## src/design/ffts_pkg.sv

```systemverilog
`default_nettype none
// ---------------------------------------------------------------------------
// ffts_pkg
// Shared types and codes for the first-fit time slot search block.
// ---------------------------------------------------------------------------
package ffts_pkg;

	// default table depth
	localparam int unsigned FFTS_MAX_INTERVALS = 64;

	localparam int unsigned TIME_W = 32;

	// request kinds
	typedef enum logic [1:0] {
		KIND_APPEND = 2'd0,
		KIND_QUERY  = 2'd1,
		KIND_CLEAR  = 2'd2
	} kind_t;

	// response status codes
	typedef enum logic [1:0] {
		STATUS_ANSWERED = 2'd0,
		STATUS_STORED   = 2'd1,
		STATUS_FULL     = 2'd2,
		STATUS_CLEARED  = 2'd3
	} status_t;

	// controller states
	typedef enum logic [1:0] {
		ST_IDLE,
		ST_WALK,
		ST_DONE
	} state_t;

	// request beat
	typedef struct packed {
		logic [1:0]        kind;
		logic [TIME_W-1:0] time_value;
		logic [TIME_W-1:0] length;
	} req_t;

	// response beat
	typedef struct packed {
		logic [TIME_W-1:0] slot_start;
		logic [1:0]        status;
	} rsp_t;

	// search token handed from cell to cell
	typedef struct packed {
		logic              valid;
		logic              done;
		logic [TIME_W-1:0] cand;
		logic [TIME_W-1:0] want;
	} token_t;

endpackage : ffts_pkg
`default_nettype wire

```

## src/design/ffts_cell.sv

```systemverilog
`default_nettype none
// ---------------------------------------------------------------------------
// ffts_cell
// One slot of the booking table. Holds a start and its saturated end, and
// advances the search token by one booked interval per cycle.
// ---------------------------------------------------------------------------
module ffts_cell
	import ffts_pkg::*;
#(
	parameter int unsigned INDEX = 0,
	parameter int unsigned CNT_W = 7
) (
	input  wire logic              clk,
	input  wire logic              arst_n,
	input  wire logic              wr_en,
	input  wire logic [TIME_W-1:0] wr_start,
	input  wire logic [TIME_W-1:0] wr_end,
	input  wire logic [CNT_W-1:0]  count,
	input  wire token_t            tok_in,
	output token_t                 tok_out
);

	localparam logic [CNT_W-1:0] IDX = CNT_W'(INDEX);

	logic [TIME_W-1:0] start_q;
	logic [TIME_W-1:0] end_q;
	logic              tok_valid_q;
	logic              tok_done_q;
	logic [TIME_W-1:0] tok_cand_q;
	logic [TIME_W-1:0] tok_want_q;

	logic              active;
	logic              fits;
	logic [TIME_W-1:0] gap;
	logic              done_d;
	logic [TIME_W-1:0] cand_d;

	// stored interval, written on an append to this slot
	always_ff @(posedge clk) begin
		if (wr_en) begin
			start_q <= wr_start;
			end_q   <= wr_end;
		end
	end

	// first-fit step for this interval
	always_comb begin
		active = (IDX < count) && !tok_in.done;
		gap    = start_q - tok_in.cand;
		fits   = (start_q >= tok_in.cand) && (gap >= tok_in.want);
		done_d = tok_in.done;
		cand_d = tok_in.cand;
		if (active) begin
			if (fits) begin
				done_d = 1'b1;
			end else if (end_q > tok_in.cand) begin
				cand_d = end_q;
			end
		end
	end

	// token register towards the next cell
	always_ff @(posedge clk or negedge arst_n) begin
		if (!arst_n) begin
			tok_valid_q <= 1'b0;
		end else begin
			tok_valid_q <= tok_in.valid;
		end
	end

	always_ff @(posedge clk) begin
		tok_done_q <= done_d;
		tok_cand_q <= cand_d;
		tok_want_q <= tok_in.want;
	end

	assign tok_out = '{valid: tok_valid_q, done: tok_done_q,
		cand: tok_cand_q, want: tok_want_q};

endmodule : ffts_cell
`default_nettype wire

```

## config.mk

```make
export PLATFORM = sky130hd
export DESIGN_NAME = ffts_cell
export DESIGN_NICKNAME = d
export VERILOG_FILES = /design/src/design/ffts_pkg.sv /design/src/design/ffts_cell.sv
export SDC_FILE = /design/constraint.sdc
export NUM_CORES = 1
export LEC_CHECK = 0
export ABC_CLOCK_PERIOD_IN_PS = 3900
export BUFFER_PORTS_ARGS = -buffer_cell sky130_fd_sc_hd__buf_4
export CORE_MARGIN = 2
export CORE_UTILIZATION = 35
export DETAILED_ROUTE_END_ITERATION = 8
export GPL_TIMING_DRIVEN = 0
export PLACE_DENSITY_LB_ADDON = 0.15
export SLEW_MARGIN = 10
export SYNTH_ARGS = -nofsm -noshare
export SYNTH_HDL_FRONTEND = slang
export SYNTH_SLANG_ARGS = --single-unit
```

## constraint.sdc

```tcl
create_clock -name clk -period 3.9 [get_ports clk]
set_input_delay 0 -clock clk [delete_from_list [all_inputs] [get_ports clk]]
set_output_delay 0 -clock clk [all_outputs]
set_load 0.005 [all_outputs]
```

# After elaboration in Yosys (flattened, before gate mapping)
# Index checks and enable logic that the tools add are counted.
[word_totals]
in_bits = 140
ff_bits = 130
word_cells = 19
out_inout_bits = 66
[classes]
muxes = 5
n_reduce_logical = 3
order_cmp = 4
addsub = 1
[op_table]
columns = ["cell", "n"]
rows = [
  ["2-to-1 mux 32 bit", 3],
  [">= comparator 32 bit", 2],
  ["> comparator 32 bit", 1],
  ["subtractor 32 bit", 1],
  ["< comparator 1 x 7 -> 1 bit (first input constant)", 1],
  ["logical AND 1 bit", 2],
  ["2-to-1 mux 1 bit", 2],
  ["zero test 1 bit", 1],
]

# Depth between registers and ports, before layout
# Gate-level depths: netlist of run 1.
[logic_depth]
word_depth = 5
ltp_mapped = 21
depth_no_buf = 20

# Worst setup path before layout of run 1
# Ideal clock, no wire load.
[synth_path]
kind = "register to register"
from = "register start_q[6]"
to = "register tok_cand_q[10]"
synth_period_minus_slack_ns = 4.214
t_arrival_ns = 4.093
required_ns = 3.779
path_stages_with_launch = 20
path_slack_ns = -0.314
path_buffers = 1
setup_ns = 0.121
cell_sequence = "edfxtp_1 -> ha_1 -> a21oi_2 -> nor2_1 -> a2111oi_2 -> o31ai_1 -> a221o_2 -> a21o_1 -> o41ai_2 -> xnor2_1 -> ha_1 -> a21o_1 -> a21o_1 -> a21oi_1 -> o21ai_0 -> a21oi_1 -> a22oi_1 -> nor3_4 -> buf_6 -> mux2_2"
[synth_via]
elab_chain_cells = 5
word_cells_on_any_way = 6
classes_between = "add/sub: 1; order compare: 2; mux: 2; reduce/logical: 1"
[synth_lines]
columns = ["element", "line", "source"]
rows = [
  ["from (decl)", "ffts_cell.sv:25", "logic [TIME_W-1:0] start_q;"],
  ["from (signal assigned)", "ffts_cell.sv:41", "start_q <= wr_start;"],
  ["subtractor 32 bit", "ffts_cell.sv:49", "gap = start_q - tok_in.cand;"],
  [">= comparator 32 bit", "ffts_cell.sv:50", "fits = (start_q >= tok_in.cand) && (gap >= tok_in.want);"],
  ["logical AND 1 bit *", "ffts_cell.sv:50", ""],
  ["2-to-1 mux 32 bit *", "ffts_cell.sv:54", "if (fits) begin"],
  ["2-to-1 mux 32 bit *", "ffts_cell.sv:53", "if (active) begin"],
  ["net cand_d[10]", "ffts_cell.sv:36", "logic [TIME_W-1:0] cand_d;"],
  ["to (signal assigned)", "ffts_cell.sv:73", "tok_cand_q <= cand_d;"],
  ["to (decl)", "ffts_cell.sv:29", "logic [TIME_W-1:0] tok_cand_q;"],
]
# Mark *: on every way through the listed nets, which the timed path passes. The rest lies on a longest branch.
# A chain may end at the register's enable or synchronous reset.

# Worst setup path after layout of run 1
[layout_path]
from = "register start_q[12]"
to = "register tok_cand_q[15]"
# The elaborated chain is that of the path after synthesis.

==> summary.md, run 1 <==
| Metric | Value |
|---|---|
| EDFF count, synth | 64 |
| Critical Path End Type | flip-flop |
| Max-slew violations | 0 |
| Post-synthesis xor/xnor area fraction | 3.39% |
| 1st-iter DRT viols | 187 |
| I/O pin cnt | 206 |
| Run status | finished with violations |
| Die height | 145 um |
| Syn_nets | 870 |
| Yosys warns | 0 |
| Via count | 6058 |
| Final hold vios | 0 |
| Final setup violating endpoints | 32 |
| Gp weighted congestion | 0.831 |
| Adder-cell share of the synthesized area | 17.5% |
| P per Cell Area | 394 nW/um^2 |
| Worst-path clk slew | 0.07 ns |
| Skew-Pair Late Insertion Delay | 0.43 ns |
| Reg2Reg Depth | 20 |
| Synth Area in Compound Gates | 13.5% |
| Crit Path Class | reg -> reg |
| Startpoint types | flip-flop |
| Worst Path Arrival | 4.75 ns |
| Largest family of logic cells by synthesized area | adder cells |
| Reg-to-reg slack, setup | -0.54 ns |
| Initial Util | 35.8% |
| First-pass GRT wire length | 32100 um |
| Crit-path max FO | 5 |
| Failing checks | negative setup slack |
| Sequential Power Share | 36.0% |
| Async set-reset flop share out of synthesis | 0.769% |
| HP Class | in -> reg |
| Crit path depth | 20 |
| Max Cap Viol | 0 |
| Total grt overflow | 0 |
| Psw | 0.00132 W |
| Setup WS post-layout | -0.537 ns |
| DIE AREA | 21100 um^2 |
| Final core utilization | 57.9% |
| Final period utilization | 114% |
| CP top delay family | compound AO/OA/AOI/OAI gates |
| Via density | 4.67 |
| Minimum clock period | 4.44 ns |
| Mux contribution to synthesized area | 5.73% |
| # port buffers | 205 |
| Max H-tree Level | 4 |
| Clk pwr share | 34.8% |
| DRC viols | 0 |
| Sw Share | 29.6% |
| Drt total wl | 20300 um |
| TritonCTS clock tree | done |
| Number of synthesized register bits | 130 |
| Worst setup path end | tok_cand_q[15] |
| Initial antenna violation count | 1 |
| Worst EP required | 4.21 ns |
| F_max | 225 MHz |
| CTS buffer count | 17 |
| Lkg Pwr | 5.21 nW |
| Std-Cell Rows | 51 |
| HPWL Detailed | 14800 um |
| Maximum VDD drop | 0.267 mV |
| Core box area | 19500 um^2 |
| Ratio of cells with drive above 1 in the final layout | 33.9% |
| Synth Instances | 633 |
| Sink Count | 130 |
| Die W | 145 um |
| Critical Path Start | start_q[12] |
| Root Driver | clkbuf_16 |
| Crit-path max cell delay | 0.44 ns |
| Wire per inst | 15.7 um |
| Post-route ant nets | 0 |
| Cells along the critical path | ha_4 > a211oi_2 > o21bai_2 > a21oi_2 > o21bai_1 > a221o_2 > a21o_1 > buf_6 > o31a_4 > xor2_2 > ha_1 > nand4_1 > nor2_2 > nand4_1 > a22oi_2 > nor3_4 > buf_6 > buf_12 > buf_16 > mux2_4 |
| RSZ-0062 raised after global routing | yes |
| Fin nets | 1254 |
| Pint | 0.00313 W |
| Ys flop type | dfxtp_1 |
| CTS Buffer Depth | 2 |
| Crit Reg-Reg Endpoint | tok_cand_q[15] |
| Register area share after synthesis | 46.5% |
| P&R area growth vs syn | 61.8% |
| Vias in the first global route | 6473 |
| Detailed Routing Iterations Pass 1 | 6 |
| Logic pwr share | 29.2% |
| Post-synthesis cell type count | 63 |
| Total GRT Usage | 19.3% |
| Worst slew pin tran | 0.878 ns |
| WP buf/inv | 4 |
| Final setup TNS | -14.79 ns |
| Worst slew margin relative to its limit | 41.5% |
| RR Startpoint | start_q[12] |
| Post-synthesis area per instance | 11.0 um^2 |
| Largest net degree at the start of global routing | 65 |
| Skew final | 0.0124 ns |
| Mapped cell area | 6980 um^2 |
| CP max stage cell | a221o_2 |
| Post-Synth Simple-Gate Area | 8.62% |
[synth_stat cells (3+ instances only)]
master / number / area (um^2)
a211oi_1: 5 / 37.5
a21o_1: 19 / 143
a21oi_1: 57 / 285
buf_6: 3 / 33.8
dfxtp_1: 65 / 1300
edfxtp_1: 64 / 1920
ha_1: 96 / 1200
inv_1: 73 / 274
mux2_2: 24 / 270
mux2_4: 8 / 120
nand2_1: 35 / 131
nand2b_1: 4 / 25.0
nand3_1: 6 / 30.0
nand4_1: 15 / 93.8
nor2_1: 33 / 124
nor2b_1: 4 / 25.0
nor3_1: 4 / 20.0
nor3b_1: 4 / 30.0
nor4_1: 3 / 18.8
o211ai_1: 6 / 45.0
o21a_1: 3 / 22.5
o21ai_0: 23 / 115
o21ai_1: 4 / 20.0
o21bai_1: 6 / 45.0
xnor2_1: 20 / 175
xor2_1: 7 / 61.3
[worst min path at each step]
stage	from	end	slack [ns]	cells after the start
floorplan	arst_n	tok_valid_q	-0.30	0
global placement	arst_n	tok_valid_q	-0.23	1
detailed placement	arst_n	tok_valid_q	-0.22	1
CTS	tok_in[1]	tok_want_q[1]	0.20	2
global route	tok_in[1]	tok_want_q[1]	0.20	2
finish	tok_in[1]	tok_want_q[1]	0.23	2
[power groups by stage]
stage          clock network, W  logic (W)  registers (W)
2_1_floorplan                 0   0.000643        0.00163
3_3_place_gp                  0    0.00103        0.00163
3_5_place_dp                  0    0.00105        0.00163
4_1_cts                 0.00159    0.00126        0.00160
5_1_grt                 0.00165    0.00144        0.00161
6_report                0.00155    0.00130        0.00160
[timing repair]
item                                   4_1_cts  5_1_grt
gates cloned                                 1        0
buffers inserted                            16       10
endpoints found under the hold margin      131        0
hold buffers                               135        0
gates resized for setup                     33       16
pin swaps                                    6       14
setup endpoints to repair                   33       33
[cells in the final DEF, fill, tap and decap left out, types with 5 or more instances in the layout]
cell           Yosys  final
inv_6              0      6
a21oi_1           57     50
dfxtp_1           65     65
nand4_1           15     15
a21oi_2            2      7
nand2_1           35     35
nand3_1            6      6
o211ai_1           6      6
mux2_4             8     18
xor2_1             7      6
o21ai_0           23     16
a21o_1            19     19
edfxtp_1          64     64
clkbuf_16          0     17
nor2_1            33     31
inv_1             73     73
ha_1              96     86
o21bai_1           6      5
mux2_2            24     14
buf_4              2    227
dlygate4sd3_1      0    135
o21ai_1            4      7
xnor2_1           20     20
ha_4               0      8
[per-layer routing]
metal	vias to the layer above	track usage (%)	wire [um]	part of all wire [%]
met4	0	5.49	262	1.3
met3	19	5.06	808	4.0
li1	3062	-	-	-
met2	140	33.2	10100	50
met5	-	0	0	0
met1	2837	23.8	9180	45
[final cells by class]
cell class / count / area (um^2)
inverter: 73 / 274
multi-input combinational: 423 / 3680
timing repair buffer: 366 / 3130
sequential: 130 / 3250
tap: 265 / 332
clock buffer: 19 / 453
buffer: 6 / 58.8
clock inverter: 13 / 115
antenna: 1 / 2.50
fill: 1718 / 8230
[cell families (layout without fill, tap and decap cells)]
| group | after synthesis | count (layout) |
|---|---|---|
| mux | 33 | 33 |
| flops | 130 | 130 |
| compound gates | 146 | 146 |
| buf+inv | 80 | 477 |
| fa+ha+maj | 97 | 97 |
| xor+xnor | 27 | 27 |
| simple gates | 120 | 120 |
| other cells | 0 | 1 |
[metrics by stage]
| stage | cells | setup WS, ns | power [W] | hold slack (ns) | instance area (um^2) |
|---|---|---|---|---|---|
| 6_report | 1296 | -0.537 | 0.00445 | 0.225 | 11300 |
| 3_5_place_dp | 1103 | -0.908 | 0.00268 | -0.224 | 8960 |
| 4_1_cts | 1286 | -0.583 | 0.00445 | 0.204 | 11200 |
| 3_3_place_gp | 1103 | -0.895 | 0.00266 | -0.225 | 8960 |
| 5_1_grt | 1296 | -0.699 | 0.00469 | 0.205 | 11300 |
| 2_1_floorplan | 633 | -0.147 | 0.00227 | -0.296 | 7090 |
[flip-flops by register name (all words and copies together) (netlist names)]
name and flops:
end_q 32, start_q 32, tok_cand_q 32, tok_want_q 32
tok_done_q 1, tok_valid_q 1
[worst register-to-register path, cell delays in order (launching register included)]
cell and delay, ns:
edfxtp_1 0.42, ha_4 0.28, a211oi_2 0.21, o21bai_2 0.12
a21oi_2 0.15, o21bai_1 0.10, a221o_2 0.44, a21o_1 0.20
buf_6 0.12, o31a_4 0.28, xor2_2 0.15, ha_1 0.30
nand4_1 0.13, nor2_2 0.18, nand4_1 0.14, a22oi_2 0.33
nor3_4 0.07, buf_6 0.15, buf_12 0.12, buf_16 0.14
mux2_4 0.29
Note: power is estimated with default switching activity, not from simulation.
==> run 2: changes to the inputs <==
ABC_AREA = 1   (was not set)
==> run 2 against run 1 <==
Compared with the run above:
- the run now ends clean
- first-iteration DRC count is 42% higher
- combinational power about the same
- worst setup slack gained 0.94 ns
- sequential share of layout area decreased by 0.27 points
- highest routed layer unchanged
==> summary.md, run 2 <==
| Metric | Value |
|---|---|
| Ys flop type | dfxtp_1 |
| DIE AREA | 22900 um^2 (+8.7%) |
| Worst-path clk slew | 0.06 ns (about the same) |
| CTS Buffer Depth | 2 (unchanged) |
| Sink Count | 130 (unchanged) |
| Final hold vios | 0 (unchanged) |
| First-pass GRT wire length | 33100 um (+3.1%) |
| Yosys warns | 0 (unchanged) |
| Max-slew violations | 0 (unchanged) |
| Gp weighted congestion | 0.862 (+3.8%) |
| Max Cap Viol | 0 (unchanged) |
| Ratio of cells with drive above 1 in the final layout | 23.9% (-10 points) |
| Final Power | 0.00444 W (-0.19%) |
| HPWL Detailed | 16200 um (+9.9%) |
| Reg2Reg Depth | 19 (-5.0%) |
| Core box area | 21200 um^2 (+8.3%) |
| Vias in the first global route | 6734 (+4.0%) |
| Leading area contributor after synthesis | edfxtp_1 |
| Die W | 151 um (+4.3%) |
| Dpl cells | 1367 (+24%) |
| # port buffers | 205 (unchanged) |
| Skew-Pair Late Insertion Delay | 0.42 ns (about the same) |
| HP Class | in -> reg |
| P&R area growth vs syn | 49.9% |
| Reg-to-reg slack, setup | 0.41 ns (+0.94 ns) |
| P per Cell Area | 390 nW/um^2 (-1.1%) |
| RSZ-0062 raised after global routing | no |
| Root Driver | clkbuf_16 |
| Hold_sp | wr_en |
| Crit-path max FO | 10 (+5) |
| CTS buffer count | 17 (unchanged) |
| Synth cell count leaders | nand2_1 (201), inv_1 (133), ha_1 (96), dfxtp_1 (65), nor2_1 (65) |
| Die height | 151 um (+4.3%) |
| Post-route ant nets | 0 (unchanged) |
| Sequential Power Share | 36.2% (+0.2 points) |
| Crit Reg-Reg Endpoint | tok_cand_q[19] |
| Fin nets | 1482 (+18%) |
| Register area share after synthesis | 42.7% (-3.8 points) |
| Worst EP required | 4.21 ns (about the same) |
| Total GRT Usage | 18.9% (-0.35 points) |
| Post-synthesis cell type count | 40 (-37%) |
| Initial Util | 36.0% (+0.20 points) |
| Logic pwr share | 28.7% (-0.5 points) |
| Detailed Routing Iterations Pass 1 | 5 (-1) |
| Final period utilization | 89.6% (-24 points) |
| Wire per inst | 13.8 um (-12%) |
| Worst Path Arrival | 3.81 ns (-0.94 ns) |
| Yosys top cell area share | 25.3% (-2.3 points) |
| Pint | 0.00307 W (-2.0%) |
| Final setup TNS | 0 ns (+14.79 ns) |
| EDFF count, synth | 64 (unchanged) |
| F_max | 286 MHz (+27%) |
| Clk pwr share | 35.1% (+0.3 points) |
| Psw | 0.00137 W (+4.0%) |
| ANT cells | 0 (-1) |
| I/O pin cnt | 206 (unchanged) |
| Initial antenna violation count | 0 (-1) |
| Syn_nets | 1124 (+29%) |
| Final setup violating endpoints | 0 (-100%) |
| Count leader, synth | nand2_1 |
| RR Startpoint | start_q[6] |
| Synth area leaders | edfxtp_1 (25%), dfxtp_1 (17%), ha_1 (16%) |
| Synth Instances | 887 (+40%) |
| Total grt overflow | 0 (unchanged) |
| Mapped cell area | 7610 um^2 (+8.9%) |
| Async set-reset flop share out of synthesis | 0.769% (unchanged) |
| Largest net degree at the start of global routing | 65 (unchanged) |
| 1st-iter DRT viols | 265 (+42%) |
| Worst slew margin relative to its limit | 42.7% (+1.2 points) |
| Post-synthesis area per instance | 8.58 um^2 (-22%) |
| Maximum VDD drop | 0.285 mV (+6.7%) |
| Finished Layout Cells | 1533 (+18%) |
| Startpoint types | flip-flop |
| Number of synthesized register bits | 130 (unchanged) |
| Critical Path End Type | flip-flop |
| Lkg Pwr | 5.64 nW (+8.4%) |
| Max H-tree Level | 4 (unchanged) |
| Worst slew pin tran | 0.859 ns (-0.0187 ns) |
| Sw Share | 30.9% (+1.2 points) |
| Crit Path Class | reg -> reg |
| Most frequent cells in the layout | buf_4 (213), nand2_1 (201), dlygate4sd3_1 (134) |
| Std-Cell Rows | 53 (+3.9%) |
| Via count | 6914 (+14%) |
| Hold depth | 1 (-1) |
| DRC viols | 0 (unchanged) |
| Minimum clock period | 3.49 ns (-0.942 ns) |
| TritonCTS clock tree | done |
| Drt total wl | 21100 um (+4.0%) |
| Hold path endpoint | end_q[4] |
| Leading cell type in the layout, fill and taps excluded | buf_4 |
| Via density | 4.51 (-3.5%) |
| Skew final | 0.0106 ns (-0.00182 ns) |
| Run status | finished, final reports clean |
-- run 2: repair_timing --
action | 4_1_cts | 5_1_grt
resized for setup | 0 | 3
buffers inserted | 0 | 0
hold endpoints to repair | 131 | 0
hold buffers | 134 | 0
setup endpoints to repair | 0 | 30
-- run 2: stage by stage --
stage	area (um^2)	utilization (%)	hold WS, ns	setup slack [ns]
after detailed placement	9490	44.9	-0.223	0.254
after global routing	11400	53.9	0.219	0.000477
after global placement	9490	44.9	-0.225	0.266
after floorplan	7610	-	-0.296	0.775
after CTS	11400	53.9	0.212	0.240
final	11400	53.9	0.223	0.405
-- run 2: cells by family after synthesis --
logic type	Yosys count	share of synthesized area (%)
AO/OA/AOI/OAI	105	7.83
XOR/XNOR	24	2.76
adder cells (fa/ha/maj)	97	16.0
buffers and inverters	147	8.29
flip-flops	130	42.7
AND/OR/NAND/NOR	384	22.4
-- run 2: metal layers --
layer / vias up / share of wire, % / GRT usage, %
met1: 3090 / 48 / 25.4
met3: 21 / 4.4 / 3.67
met2: 176 / 46 / 31.1
met4: 0 / 1.5 / 5.28
met5: - / 0 / 0
li1: 3627 / - / -
-- run 2: how the worst max path moves through the flow --
stage	startpoint	endpoint	slack (ns)	cells past startpoint
3_5_place_dp	start_q[0]	tok_cand_q[24]	0.25	22
2_1_floorplan	start_q[0]	tok_cand_q[10]	0.77	24
3_3_place_gp	start_q[0]	tok_cand_q[8]	0.27	22
6_report	start_q[6]	tok_cand_q[19]	0.41	19
4_1_cts	start_q[0]	tok_cand_q[26]	0.24	22
5_1_grt	start_q[6]	tok_cand_q[8]	0.0005	19
-- run 2: power by group through the flow --
stage	sequential (W)	clock, W	combinational, W
finish	0.00161	0.00156	0.00127
global route	0.00162	0.00168	0.00144
CTS	0.00161	0.00161	0.00128
detailed placement	0.00164	0	0.00117
global placement	0.00164	0	0.00115
floorplan	0.00164	0	0.000712
-- run 2: critical path, stage by stage, from the launching register on --
cell and delay (ns):
edfxtp_1 0.37, ha_1 0.37, nand2_1 0.12, nor2_1 0.19, nand2_1 0.07, o21ai_0 0.37
nand3_1 0.12, nand2_1 0.16, xor2_1 0.21, ha_1 0.27, a21oi_1 0.15, o21ai_0 0.09
a21o_1 0.16, nor2_1 0.09, nand2_1 0.09, nand2_4 0.16, nand2_8 0.10, buf_12 0.17
nand2_2 0.05, nand2_1 0.05
-- run 2: cell type report --
| class | count | area [um^2] |
|---|---|---|
| buffer | 11 | 120 |
| clock buffer | 18 | 439 |
| clock inverter | 14 | 129 |
| fill | 1982 | 9750 |
| inverter | 136 | 510 |
| multi-input combinational | 610 | 3740 |
| sequential | 130 | 3250 |
| tap | 275 | 344 |
| timing repair buffer | 339 | 2880 |
==> run 3: changes to the inputs <==
MAX_ROUTING_LAYER = met4   (was not set)
==> run 3 against run 2 <==
Compared with the run above:
- clock power increased by 7%
- register-to-register slack got worse by 0.02 ns
- critical endpoint is now tok_cand_q[28]
- global-route usage up 0.72 points
- worst setup slack got worse by 0.021 ns
- routed wire length is 0.62% higher
==> summary.md, run 3 (synthesis results as in run 2) <==
| Metric | Value |
|---|---|
| Via density | 4.49 (-0.55%) |
| F_max | 284 MHz (-0.59%) |
| Max-slew violations | 0 (unchanged) |
| HPWL Detailed | 16200 um (-0.14%) |
| Maximum VDD drop | 0.264 mV (-7.4%) |
| Lkg Pwr | 5.67 nW (+0.44%) |
| Final hold vios | 0 (unchanged) |
| Worst slew margin relative to its limit | 41.3% (-1.4 points) |
| Max H-tree Level | 4 (unchanged) |
| P&R area growth vs syn | 50.4% |
| ANT cells | 0 (unchanged) |
| Crit-path max FO | 10 (unchanged) |
| Die W | 151 um (unchanged) |
| Clk pwr share | 36.7% (+1.6 points) |
| Final core utilization | 54.1% (+0.18 points) |
| Core box area | 21200 um^2 (unchanged) |
| Crit Path Class | reg -> reg |
| Gp weighted congestion | 0.862 (unchanged) |
| Largest net degree at the start of global routing | 65 (unchanged) |
| Crit path top cell by count | nand2_1 |
| Std-Cell Rows | 53 (unchanged) |
| Logic pwr share | 28.0% (-0.7 points) |
| Hold_sp | wr_en |
| TritonCTS clock tree | done |
| Ratio of cells with drive above 1 in the final layout | 23.9% (unchanged) |
| Sink Count | 130 (unchanged) |
| Skew final | 0.0174 ns (+0.00684 ns) |
| Worst slew pin tran | 0.880 ns (+0.0212 ns) |
| P per Cell Area | 398 nW/um^2 (+2.2%) |
| I/O pin cnt | 206 (unchanged) |
| Final period utilization | 90.1% (+0.53 points) |
| Via count | 6876 (-0.55%) |
| CP max stage cell | fa_1 |
| Drt total wl | 21300 um (+0.62%) |
| Worst-path clk slew | 0.06 ns (about the same) |
| DRC viols | 0 (unchanged) |
| Post-route ant nets | 0 (unchanged) |
| RSZ-0062 raised after global routing | no |
| Critical Path Start | start_q[0] |
| CTS buffer count | 17 (unchanged) |
| 1st-iter DRT viols | 281 (+6.0%) |
| Sequential Power Share | 35.3% (-0.9 points) |
| Psw | 0.00138 W (+0.24%) |
| Pint | 0.00318 W (+3.5%) |
| Postcts setup bufs | 0 (unchanged) |
| Detailed Routing Iterations Pass 1 | 4 (-1) |
| First-pass GRT wire length | 33500 um (+1.1%) |
| Most frequent cells in the layout | buf_4 (213), nand2_1 (201), dlygate4sd3_1 (134) |
| Final setup violating endpoints | 0 (unchanged) |
| Run status | finished, final reports clean |
| Leading cell type in the layout, fill and taps excluded | buf_4 |
| # port buffers | 205 (unchanged) |
| CP top delay family | simple AND/OR/NAND/NOR gates |
| CTS Buffer Depth | 2 (unchanged) |
| Root Driver | clkbuf_16 |
| Crit-path max cell delay | 0.41 ns (+0.04 ns) |
| Final setup TNS | 0 ns (unchanged) |
| Minimum clock period | 3.52 ns (+0.0208 ns) |
| RR Startpoint | start_q[0] |
| Initial antenna violation count | 0 (unchanged) |
| Critical Path End Type | flip-flop |
| Max Cap Viol | 0 (unchanged) |
| Total grt overflow | 0 (unchanged) |
| Fin nets | 1482 (unchanged) |
| Total GRT Usage | 19.6% (+0.72 points) |
| HP Class | in -> reg |
| Cells along the critical path | inv_1 > ha_1 > fa_1 > inv_1 > nand3_1 > nand2_2 > a21oi_1 > o21ai_1 > nand3b_1 > nand2_1 > xor2_1 > ha_1 > nand2_1 > nor2_1 > nand4_1 > nor3_2 > nand2_1 > nand2_1 > nand2_4 > buf_4 > nand3_1 > nand2_1 |
| Sw Share | 30.2% (-0.68 points) |
| Worst EP required | 4.22 ns (about the same) |
| Dpl cells | 1367 (unchanged) |
| DIE AREA | 22900 um^2 (unchanged) |
| Initial Util | 36.0% (unchanged) |
| WP buf/inv | 3 (+2) |
| Worst Path Arrival | 3.83 ns (+0.02 ns) |
| Wire per inst | 13.9 um (+0.62%) |
| Finished Layout Cells | 1533 (unchanged) |
| Vias in the first global route | 6924 (+2.8%) |
| Startpoint types | flip-flop |
| Skew-Pair Late Insertion Delay | 0.43 ns (about the same) |
| Die height | 151 um (unchanged) |
==> run 3: cell types whose count changed in the layout (fill, tap and decap cells not counted), sizes merged <==
cell and delta:
clkinv +3, bufinv +2, clkinvlp -2, inv -2, clkbuf -1
==> run 3: stage by stage <==
stage / worst slack (ns) / power, W / instance area, um^2 / hold slack [ns]
6_report: 0.384 / 0.00456 / 11400 / 0.175
5_1_grt: 0.0510 / 0.00484 / 11400 / 0.223
4_1_cts: 0.194 / 0.00461 / 11400 / 0.213
3_5_place_dp: 0.209 / 0.00281 / 9490 / -0.223
3_3_place_gp: 0.255 / 0.00279 / 9490 / -0.225
2_1_floorplan: 0.775 / 0.00235 / 7610 / -0.296
==> run 3: layout make-up <==
type / count / area, um^2
inverter: 136 / 510
buffer: 11 / 120
clock buffer: 17 / 425
fill: 1956 / 9710
multi-input combinational: 610 / 3730
tap: 275 / 344
sequential: 130 / 3250
clock inverter: 15 / 181
timing repair buffer: 339 / 2880
==> run 3: routing by layer <==
layer | share of wire [%] | global-route usage [%] | vias up
li1 | - | - | 3622
met1 | 48 | 25.3 | 3073
met2 | 46 | 31.5 | 158
met3 | 4.0 | 3.58 | 23
met4 | 1.5 | 5.93 | 0
met5 | 0 | - | -
==> run 3: path summary, 6_finish.rpt <==
path                                  end  slack, ns  depth (start not counted)
max                        tok_cand_q[28]       0.38                         22
min                              end_q[4]       0.18                          1
max reg2reg                tok_cand_q[28]       0.38                         22
min reg2reg                 tok_cand_q[0]       0.50                          2
max in group asynchronous     tok_valid_q       3.39                          3
min in group asynchronous     tok_valid_q       0.41                          3
==> run 3: power by group through the flow <==
stage	clock, W	sequential (W)	combinational [W]
after floorplan	0	0.00164	0.000712
after global placement	0	0.00164	0.00116
after detailed placement	0	0.00164	0.00117
after CTS	0.00171	0.00161	0.00129
after global routing	0.00177	0.00162	0.00145
final	0.00167	0.00161	0.00127
==> run 3: worst register-to-register path: stages, from the launching register on <==
cell and delay (ns):
edfxtp_1 0.33, inv_1 0.04, ha_1 0.19, fa_1 0.41, inv_1 0.07, nand3_1 0.07, nand2_2 0.11, a21oi_1 0.14
o21ai_1 0.27, nand3b_1 0.11, nand2_1 0.13, xor2_1 0.09, ha_1 0.28, nand2_1 0.06, nor2_1 0.15, nand4_1 0.17
nor3_2 0.14, nand2_1 0.08, nand2_1 0.10, nand2_4 0.13, buf_4 0.22, nand3_1 0.08, nand2_1 0.06
==> run 3: what timing repair did <==
item	in CTS	in global routing
endpoints found under the hold margin	131	0
hold buffers	134	0
endpoints found under the setup margin	0	31
gates resized for setup	0	3
